### src/ptrs_pkg.sv
`timescale 1ns / 1ps
package ptrs_pkg;
   localparam int SlotCountDefault = 16;
   localparam int MaskBits = 16;

   localparam logic CMD_REGISTER = 1'b0;
   localparam logic CMD_TICK = 1'b1;

   localparam logic [1:0] ST_OK = 2'd0;
   localparam logic [1:0] ST_INVALID_SLOT = 2'd1;
   localparam logic [1:0] ST_OCCUPIED = 2'd2;
   localparam logic [1:0] ST_STOPPED = 2'd3;

   typedef struct packed {
      logic        command;
      logic [7:0]  slot_index;
      logic [31:0] start_delay;
      logic [31:0] period;
   } req_word_type;

   typedef struct packed {
      logic [1:0]  status;
      logic [15:0] fired_mask;
   } rsp_word_type;
endpackage

### src/ptrs_ram.sv
`timescale 1ns / 1ps
module ptrs_ram #(
   parameter int WIDTH = 64,
   parameter int DEPTH = 16
) (
   input  logic                     clock,
   input  logic                     wr_en,
   input  logic [$clog2(DEPTH)-1:0] wr_addr,
   input  logic [WIDTH-1:0]         wr_data,
   input  logic [$clog2(DEPTH)-1:0] rd_addr,
   output logic [WIDTH-1:0]         rd_data
);
   logic [WIDTH-1:0] mem [DEPTH];

   always_ff @(posedge clock) begin
      if (wr_en) mem[wr_addr] <= wr_data;
      rd_data <= mem[rd_addr];
   end
endmodule

### src/ptrs_mod64.sv
`timescale 1ns / 1ps
// Restoring remainder of a 64-bit dividend by a 32-bit divisor, one bit a cycle.
module ptrs_mod64 (
   input  logic        clock,
   input  logic        reset,
   input  logic        start,
   input  logic [63:0] dividend,
   input  logic [31:0] divisor,
   output logic        done,
   output logic        is_zero
);
   logic [63:0] shift_ff, shift_in;
   logic [32:0] rem_ff, rem_in;
   logic [31:0] div_ff, div_in;
   logic [6:0]  cnt_ff, cnt_in;
   logic        run_ff, run_in;
   logic        done_ff, done_in;
   logic [32:0] trial;

   always_comb begin
      shift_in = shift_ff;
      rem_in   = rem_ff;
      div_in   = div_ff;
      cnt_in   = cnt_ff;
      run_in   = run_ff;
      done_in  = 1'b0;
      trial    = {rem_ff[31:0], shift_ff[63]};
      if (start) begin
         shift_in = dividend;
         rem_in   = '0;
         div_in   = divisor;
         cnt_in   = 7'd0;
         run_in   = 1'b1;
      end else if (run_ff) begin
         shift_in = {shift_ff[62:0], 1'b0};
         if (trial >= {1'b0, div_ff}) rem_in = trial - {1'b0, div_ff};
         else rem_in = trial;
         cnt_in = cnt_ff + 7'd1;
         if (cnt_ff == 7'd63) begin
            run_in  = 1'b0;
            done_in = 1'b1;
         end
      end
   end

   always_ff @(posedge clock) begin
      if (reset) begin
         run_ff  <= 1'b0;
         done_ff <= 1'b0;
      end else begin
         run_ff  <= run_in;
         done_ff <= done_in;
      end
      shift_ff <= shift_in;
      rem_ff   <= rem_in;
      div_ff   <= div_in;
      cnt_ff   <= cnt_in;
   end

   assign done    = done_ff;
   assign is_zero = (rem_ff == '0);
endmodule

### src/periodic_task_release_scheduler.sv
`timescale 1ns / 1ps
// Periodic task release scheduler.
// Command channel: pulse req_start with req_word while busy is low. A register
// word stores delay and period in a free slot; a running tick walks all slots.
// Each command yields exactly one rsp_word, shown for one cycle with rsp_valid;
// the receiver cannot stall it.
// A register word answers with rsp_valid in the cycle after the accepting
// edge. A tick walks each slot through S_READ, S_EVAL and S_NEXT, with S_MOD
// added for a valid slot with zero delay and nonzero period, where it waits
// on the bit-serial remainder unit.
// A stopped tick answers likewise. One command is worked at a time.
// csr_wr_en/csr_wr_data write run_enable at any idle time.
// Reset: slots all empty, tick count 1, run_enable 0. Slot data sit in one
// RAM with per-slot valid flops, so no clearing pass is needed.
module periodic_task_release_scheduler
   import ptrs_pkg::*;
#(
   parameter int SLOT_COUNT = SlotCountDefault
) (
   input  logic         clock,
   input  logic         reset,
   input  logic         req_start,
   input  req_word_type req_word,
   output logic         busy,
   output logic         rsp_valid,
   output rsp_word_type rsp_word,
   input  logic         csr_wr_en,
   input  logic         csr_wr_data
);
   localparam int AW = (SLOT_COUNT > 1) ? $clog2(SLOT_COUNT) : 1;
   localparam int CW = $clog2(SLOT_COUNT + 1);

   typedef enum logic [2:0] {
      S_IDLE, S_READ, S_EVAL, S_MOD, S_NEXT
   } state_type;

   state_type    state_ff;
   logic         run_ff;
   logic [SLOT_COUNT-1:0] valid_ff;
   logic [63:0]  tick_ff;
   logic [CW-1:0] slot_ff;
   logic [15:0]  mask_ff;
   logic         busy_ff, rvalid_ff;
   rsp_word_type rsp_ff;

   logic         wr_en;
   logic [AW-1:0] wr_addr, rd_addr;
   logic [63:0]  wr_data, rd_data;
   logic         mod_start, mod_done, mod_zero;
   logic         in_range;

   assign rd_addr  = slot_ff[AW-1:0];
   assign in_range = ({24'd0, req_word.slot_index} < 32'(SLOT_COUNT));

   ptrs_ram #(.WIDTH(64), .DEPTH(1 << AW)) u_ram (
      .clock(clock), .wr_en(wr_en), .wr_addr(wr_addr), .wr_data(wr_data),
      .rd_addr(rd_addr), .rd_data(rd_data)
   );

   ptrs_mod64 u_mod (
      .clock(clock), .reset(reset), .start(mod_start), .dividend(tick_ff),
      .divisor(rd_data[31:0]), .done(mod_done), .is_zero(mod_zero)
   );

   // rd_data: [63:32] delay, [31:0] period
   always_comb begin
      wr_en     = 1'b0;
      wr_addr   = rd_addr;
      wr_data   = {rd_data[63:32] - 32'd1, rd_data[31:0]};
      mod_start = 1'b0;
      if (state_ff == S_IDLE && req_start && req_word.command == CMD_REGISTER
          && in_range && !valid_ff[req_word.slot_index[AW-1:0]]) begin
         wr_en   = 1'b1;
         wr_addr = req_word.slot_index[AW-1:0];
         wr_data = {req_word.start_delay, req_word.period};
      end else if (state_ff == S_EVAL && valid_ff[rd_addr]) begin
         if (rd_data[63:32] != 32'd0) wr_en = 1'b1;
         else if (rd_data[31:0] != 32'd0) mod_start = 1'b1;
      end
   end

   always_ff @(posedge clock) begin
      if (reset) begin
         state_ff  <= S_IDLE;
         run_ff    <= 1'b0;
         valid_ff  <= '0;
         tick_ff   <= 64'd1;
         busy_ff   <= 1'b0;
         rvalid_ff <= 1'b0;
      end else begin
         if (csr_wr_en) run_ff <= csr_wr_data;
         case (state_ff)
            S_IDLE: begin
               // a running tick answers only after the walk
               rvalid_ff <= req_start && !(req_word.command == CMD_TICK && run_ff);
               if (req_start) begin
                  rsp_ff.fired_mask <= '0;
                  if (req_word.command == CMD_REGISTER) begin
                     if (!in_range) rsp_ff.status <= ST_INVALID_SLOT;
                     else if (valid_ff[req_word.slot_index[AW-1:0]])
                        rsp_ff.status <= ST_OCCUPIED;
                     else begin
                        rsp_ff.status <= ST_OK;
                        valid_ff[req_word.slot_index[AW-1:0]] <= 1'b1;
                     end
                  end else if (!run_ff) begin
                     rsp_ff.status <= ST_STOPPED;
                  end else begin
                     busy_ff   <= 1'b1;
                     slot_ff   <= '0;
                     mask_ff   <= '0;
                     state_ff  <= S_READ;
                  end
               end
            end
            S_READ: begin
               rvalid_ff <= 1'b0;
               state_ff  <= S_EVAL;
            end
            S_EVAL: begin
               rvalid_ff <= 1'b0;
               if (mod_start) state_ff <= S_MOD;
               else state_ff <= S_NEXT;
            end
            S_MOD: begin
               rvalid_ff <= 1'b0;
               if (mod_done) begin
                  if (mod_zero && 32'(slot_ff) < 32'(MaskBits))
                     mask_ff[4'(slot_ff)] <= 1'b1;
                  state_ff <= S_NEXT;
               end
            end
            S_NEXT: begin
               if (slot_ff == CW'(SLOT_COUNT - 1)) begin
                  tick_ff   <= tick_ff + 64'd1;
                  rvalid_ff <= 1'b1;
                  rsp_ff.status     <= ST_OK;
                  rsp_ff.fired_mask <= mask_ff;
                  busy_ff  <= 1'b0;
                  state_ff <= S_IDLE;
               end else begin
                  rvalid_ff <= 1'b0;
                  slot_ff  <= slot_ff + CW'(1);
                  state_ff <= S_READ;
               end
            end
            default: begin
               rvalid_ff <= 1'b0;
               state_ff  <= S_IDLE;
            end
         endcase
      end
   end

   assign busy      = busy_ff;
   assign rsp_valid = rvalid_ff;
   assign rsp_word  = rsp_ff;

   a_busy_idle: assert property (@(posedge clock) disable iff (reset)
      (state_ff == S_IDLE) |-> !busy_ff) else $error("busy outside walk");
   a_no_rsp_busy: assert property (@(posedge clock) disable iff (reset)
      (state_ff != S_IDLE) |-> !rvalid_ff) else $error("response during walk");
   a_tick_inc: assert property (@(posedge clock) disable iff (reset)
      (state_ff == S_IDLE && $past(state_ff) == S_IDLE && !$past(reset))
      |-> $stable(tick_ff)) else $error("tick count moved while idle");
endmodule

### config.mk
export PLATFORM = sky130hd
export DESIGN_NAME = periodic_task_release_scheduler
export DESIGN_NICKNAME = d
export VERILOG_FILES = /design/src/ptrs_pkg.sv /design/src/ptrs_ram.sv /design/src/ptrs_mod64.sv /design/src/periodic_task_release_scheduler.sv
export SDC_FILE = /design/constraint.sdc
export NUM_CORES = 2
export LEC_CHECK = 0
export BUFFER_PORTS_ARGS = -buffer_cell sky130_fd_sc_hd__clkbuf_2
export CORE_MARGIN = 10
export CORE_UTILIZATION = 40
export DETAILED_ROUTE_END_ITERATION = 8
export GPL_ROUTABILITY_DRIVEN = 0
export PLACE_DENSITY = 0.58
export REMOVE_ABC_BUFFERS = 1
export SLEW_MARGIN = 20
export SYNTH_ARGS = -nofsm -noshare
export SYNTH_HDL_FRONTEND = slang
export SYNTH_HIERARCHICAL = 1
export SYNTH_SLANG_ARGS = --single-unit
export TNS_END_PERCENT = 5
### constraint.sdc
create_clock -name clock -period 10.15 [get_ports clock]
set_input_delay 1.015 -clock clock [delete_from_list [all_inputs] [get_ports clock]]
set_output_delay 1.015 -clock clock [all_outputs]
set_load 0.03 [all_outputs]
# After elaboration in Yosys (flattened, before gate mapping)
# Memories as Yosys holds them, arrays and structs flattened. A register that Yosys moved wholly into a read port is not among the register bits.
# Cells that the tools add are included.
# classes
n_addsub	5
magnitude_cmp	7
n_eq_ne	14
muxes	58
n_bitwise	6
n_reduce_logical	28
# ops
cell	n
64-bit two-way mux	3
16-bit two-way mux	5
64-bit by 1-bit adder with 64-bit output (second input constant)	1
32-bit nonzero test	2
18-bit two-way mux	2
18-bit one-hot mux with 2 select lines	1
33-bit by 32-bit >= comparator with 1-bit output	1
33-bit zero test	1
33-bit two-way mux	1
33-bit by 32-bit subtractor with 33-bit output	1
16-bit bitwise OR	2
16-bit one-hot mux with 2 select lines	1
32-bit by 1-bit subtractor with 32-bit output (second input constant)	1
1-bit two-way mux	23
5-bit two-way mux	4
3-bit two-way mux	5
3-bit one-hot mux with 5 select lines	1
5-bit AND reduction	3
2-bit inequality test (second input constant)	6
1-bit logical AND	10
4-bit by 5-bit < comparator with 1-bit output (second input constant)	2
5-bit one-hot mux with 2 select lines	1
1-bit binary-select mux with 4-bit select	2
1-bit demux with 4-bit select	2
24 further kinds	37
# word_totals
register_bits	263
mem_bits_rw	1024
out_inout_bits	20
word_cells	135
memories	1
# mem_list
name	words	word_bits	rd	rd_ports_with_merged_regs	wr	line	rtl
u_ram.mem	16	64	1	1	1	ptrs_ram.sv:13	logic [WIDTH-1:0] mem [DEPTH];

# Logic depth before layout (Yosys ltp)
# depth
word_depth	8
depth_mapped	13
mapped_depth_nobuf	13

# Hierarchy
# Netlist, hierarchy kept.
# by_module_without_submodules
mod	n_inst	cells_per_inst	area_each_um2	seq_area_each_um2
ptrs_ram	1	1647	39581.7	32030.7
periodic_task_release_scheduler	1	855	7444.6	2892.8
ptrs_mod64	1	661	7433.4	3723.6

# Least setup slack after synthesis
# Ideal clock, no wire load.
# synth_path
path_kind	input -> register
start	in req_word[64] (netlist name)
end	mem u_ram.mem[0][0], enable pin
arrival_ps	7582
setup_slack_ps	2003
stages	9
n_path_buf	3
path_cell_list	buf_2 mux4_2 a22oi_1 nand3_1 clkbuf_1 buf_2 mux2_2 or3b_2 nor3_1
# synth_between
elab_cells_between_ends	10
cone_classes	1 x order compare; 6 x mux; 3 x reduce/logical
# synth_lines
element	line	rtl
from (decl)	periodic_task_release_scheduler.sv:23	input req_word_type req_word,
1-bit binary-select mux with 4-bit select	periodic_task_release_scheduler.sv:72	&& in_range && !valid_ff[req_word.slot_index[AW-1:0]]) begin
1-bit two-way mux (implied by the code)	periodic_task_release_scheduler.sv:72	
1-bit zero test	periodic_task_release_scheduler.sv:72	
1-bit logical AND (*)	periodic_task_release_scheduler.sv:72	
4-bit two-way mux (*)	periodic_task_release_scheduler.sv:71	if (state_ff == S_IDLE && req_start && req_word.command == CMD_REGISTER
via wr_addr[2]	periodic_task_release_scheduler.sv:47	logic [AW-1:0] wr_addr, rd_addr;
to (decl)	ptrs_ram.sv:13	
# Mark *: on every way through the listed nets, which the timed path passes. The rest lies on a longest branch. The select of a mux whose other input is x is not followed.

# Final worst setup path
# layout_path
start	reg state_ff[2]
end	mem u_ram.mem[9][62], enable pin
# layout_between
elab_cells_between_ends	12
cone_classes	1 x eq/ne; 5 x mux; 6 x reduce/logical
# layout_lines
element	line	rtl
from (decl)	periodic_task_release_scheduler.sv:37	state_type state_ff;
from (signal assigned)	periodic_task_release_scheduler.sv:84	state_ff <= S_IDLE;
from (signal assigned)	periodic_task_release_scheduler.sv:112	state_ff <= S_READ;
from (signal assigned)	periodic_task_release_scheduler.sv:118	state_ff <= S_EVAL;
3-bit zero test	periodic_task_release_scheduler.sv:71	
1-bit logical AND (2 in a row)	periodic_task_release_scheduler.sv:71	
1-bit logical AND (2 in a row)	periodic_task_release_scheduler.sv:72	
4-bit two-way mux	periodic_task_release_scheduler.sv:71	
via wr_addr[2]	periodic_task_release_scheduler.sv:47	
# The timed path passes the listed nets, and every way through them passes these cells.

==> results.cfg <==
[run_status]
outcome = complete, no violations

[drt]
drt-total-wl_mm = 126
drt_iter0_markers = 2180
drc_errors = 0
vias = 28900
viasPerCell = 5.55
wl_per_cell_um = 24.2
drt_pass1_iterations = 5
drtAntennaViolNets = 0

[floorplan]
die_area_um2 = 151000
start_util_pct = 40.3
die_h_um = 389
fp.dieW_um = 389
ios = 98
placementRows = 135
coreArea_um2 = 135000

[cts]
clockRootBuffer = clkbuf_16
clock_sinks = 1351
cts_tree = yes
htreeDepth = 4
clock_latency_ns = 0.77
clkTransAtPathRegs_ns = 0.06
cts_made_buffers = 145
cts_hold_buf = 0
cts_buffer_depth = 3
cts_resized = 0
post_cts_buffers = 0

[sta]
post-route-period-util_pct = 53.7
fmax_mhz = 183
period_needed_ns = 5.45
hold_viol = 0
fin_skew_ns = 0.0237
setup_tns_ns = 0
worstMarginPinSlew_ns = 1.12
setup_violations = 0
rsz0062_at_grt = no
whs_ns = 0.456
slew_headroom_pct = 24.9
fin_ws_ns = 4.70
report.final.slew_viol_count = 0

[critical_path]
r2r_slack_ns = 4.70
regToRegStartpoint = state_ff[2]$_SDFFE_PP0P_
reg2reg_depth = 8
crit_arrival_ns = 5.83
r2r_end = u_ram/mem[9][62]$_DFFE_PP_
crit_top_cell = buf_4
required_ns = 10.53
cpLargestDelayFamily = simple AND/OR/NAND/NOR gates
end_kind = register
crit_path_max_fanout = 67
max_stage_delay_ns = 0.89
critical_path_buf_inv_count = 2
path_cells = nor3_1, and4_1, nand3_4, buf_4, mux2_2, nand3b_1, nor2_4, buf_4
path_class = register to register
crit_path_start_kind = register
critPathSlowestCell = dfxtp_1

[placed_design]
hpwlAfterDp_mm = 75.5
place_ws_ns = 4.30
dpl_cell_area_um2 = 57000
portBuffers = 97

[yosys]
synth.cells.most_frequent = 1,159 x edfxtp_1, 260 x mux4_2, 192 x dfxtp_1
seq_area_frac_synth_pct = 71.0
synth_top_flop_cell = edfxtp_1
synth_edf_count = 1159
synthXorXnorAreaFrac_pct = 1.37
synth_top_area_share_pct = 63.9
syn_avg_cell_area_um2 = 17.2
synth_cell_types = 78
ys_seq_elements = 1351
synthCells = 3163
synth.area.mux_share_pct = 13.5
synth_fa_ha_area_share_pct = 0.979
syn-cell-area_um2 = 54500
synth_top_area_cell = edfxtp_1
yosys.area_share.simple_pct = 5.81
async_reset_ff_share_pct = 0
synth_area_leaders = edfxtp_1 64%, mux4_2 11%, dfxtp_1 7.1%
synth_compound_area_share_pct = 5.40
post-synth-top-count-cell = edfxtp_1
ys_warn_count = 6
synth_top_family_by_area = multiplexers

[global_route]
grt_max_degree = 120
track_usage_pct = 16.5
antenna_found_initial = 4
overflow = 0
grt_pass1_vias = 29500
grt_pass1_wl_mm = 191

[power_and_ir_drop]
leakagePower_uw = 0.0201
powerDensity_nw_per_um2 = 186
vdd_ir_drop_max_uv = 165

[worst_hold_path]
hp-start = busy$_SDFFE_PP0P_
worstHoldEndpoint = busy$_SDFFE_PP0P_
whs_path_depth = 2
hold_path.class = register to register

[job]
maxCapViolCount = 0

[layout]
n_fill_cell = 11500
synthToLayoutAreaGrowth_pct = 13.6
final_area_um2 = 61800
final_net_count = 3416
drive_gt1_share_pct = 23.3
-- through the flow --
step,util (%),instances,power [uW]
3_3_place_gp,42.1,4927,6470
3_5_place_dp,42.1,4927,6470
5_1_grt,45.7,5200,11900
2_1_floorplan,-,2996,6370
4_1_cts,45.6,5195,11600
6_report,45.7,5200,11500
-- metal layers --
layer  routed length, um  vias to the layer above  global-route usage (%)
met1               55300                    15000                    22.6
met5                   0                        -                       0
li1                    -                    13000                       -
met4                2570                        0                    4.52
met3                7170                      163                    3.20
met2               60700                      755                    26.6
-- sequential cells by signal, summed over array words and instances (netlist names) --
name	count
valid_ff	16
rsp_valid	1
state_ff	3
u_ram/mem	1024
tick_ff	64
u_mod/done	1
u_mod/rem_ff	33
run_ff	1
u_ram/rd_data	64
busy	1
rsp_word	18
mask_ff	16
u_mod/div_ff	32
u_mod/cnt_ff	7
u_mod/run_ff	1
u_mod/shift_ff	64
slot_ff	5
-- layout make-up --
cell class | count | area, um2 | share of cell area (%)
Multi-Input combinational cell | 1572 | 15000 | 24.3
Clock buffer | 207 | 4250 | 6.87
Sequential cell | 1351 | 38700 | 62.5
Antenna cell | 2 | 5.00 | 0.00809
Tap cell | 1781 | 2230 | 3.60
Inverter | 73 | 279 | 0.451
Clock inverter | 61 | 474 | 0.767
Timing Repair Buffer | 153 | 958 | 1.55
-- report_power, final --
| part | leakage (uW) | switching [uW] | internal [uW] |
|---|---|---|---|
| Clock | 0.00231 | 2110 | 3060 |
| Sequential | 0.0121 | 25.6 | 6030 |
| Combinational | 0.00569 | 193 | 104 |
-- worst max path at each step --
stage	from	to	depth (start not counted)
2_1_floorplan	slot_ff[0]$_SDFFCE_PN0P_	u_ram/mem[0][0]$_DFFE_PP_	7
3_3_place_gp	req_word[64]	u_ram/mem[9][33]$_DFFE_PP_	9
3_5_place_dp	req_word[64]	u_ram/mem[9][63]$_DFFE_PP_	9
4_1_cts	state_ff[2]$_SDFFE_PP0P_	u_ram/mem[9][62]$_DFFE_PP_	8
5_1_grt	state_ff[2]$_SDFFE_PP0P_	u_ram/mem[9][62]$_DFFE_PP_	8
6_report	state_ff[2]$_SDFFE_PP0P_	u_ram/mem[9][62]$_DFFE_PP_	8
-- cells by family (layout without fill, tap and decap cells) --
kind of cell             count (synthesis)  in the layout
multiplexers                           398            398
AND/OR/NAND/NOR                        606            606
buffers and inverters                  240            494
adder cells (fa/ha/maj)                 42             42
flip-flops                            1351           1351
other                                    0              2
AO/OA/AOI/OAI                          441            441
XOR/XNOR                                85             85
-- worst register-to-register path, delay by kind of cell, from the launching register on --
kind / cells / cell delay, ns
and+or+nand+nor: 5 / 2.02
buffers and inverters: 2 / 1.57
DFF: 1 / 0.89
muxes: 1 / 0.49
-- placed cells by master, fill, tap and decap left out, types with 12 or more instances in the layout --
cell type	count
a21o_1	14
or4_1	37
a211oi_1	25
nor2_4	13
nor3_1	21
a31oi_1	12
xnor2_1	40
a22oi_1	133
and2_1	12
nand4_1	39
a21oi_2	23
clkbuf_8	13
clkbuf_2	96
and4_1	14
o31ai_1	30
edfxtp_1	1159
or3_1	32
xor2_1	45
nor4_1	25
clkinv_1	22
buf_4	51
nand3_1	27
nor2_1	143
clkinv_2	21
inv_1	71
mux2_2	103
o21ai_0	41
a21oi_1	111
ha_1	41
and3_1	36
mux4_2	260
clkbuf_1	37
dfxtp_1	191
nand2_1	145
clkbuf_16	157
nor2b_1	14
mux2i_1	35
(Power assumes the default switching activity.)
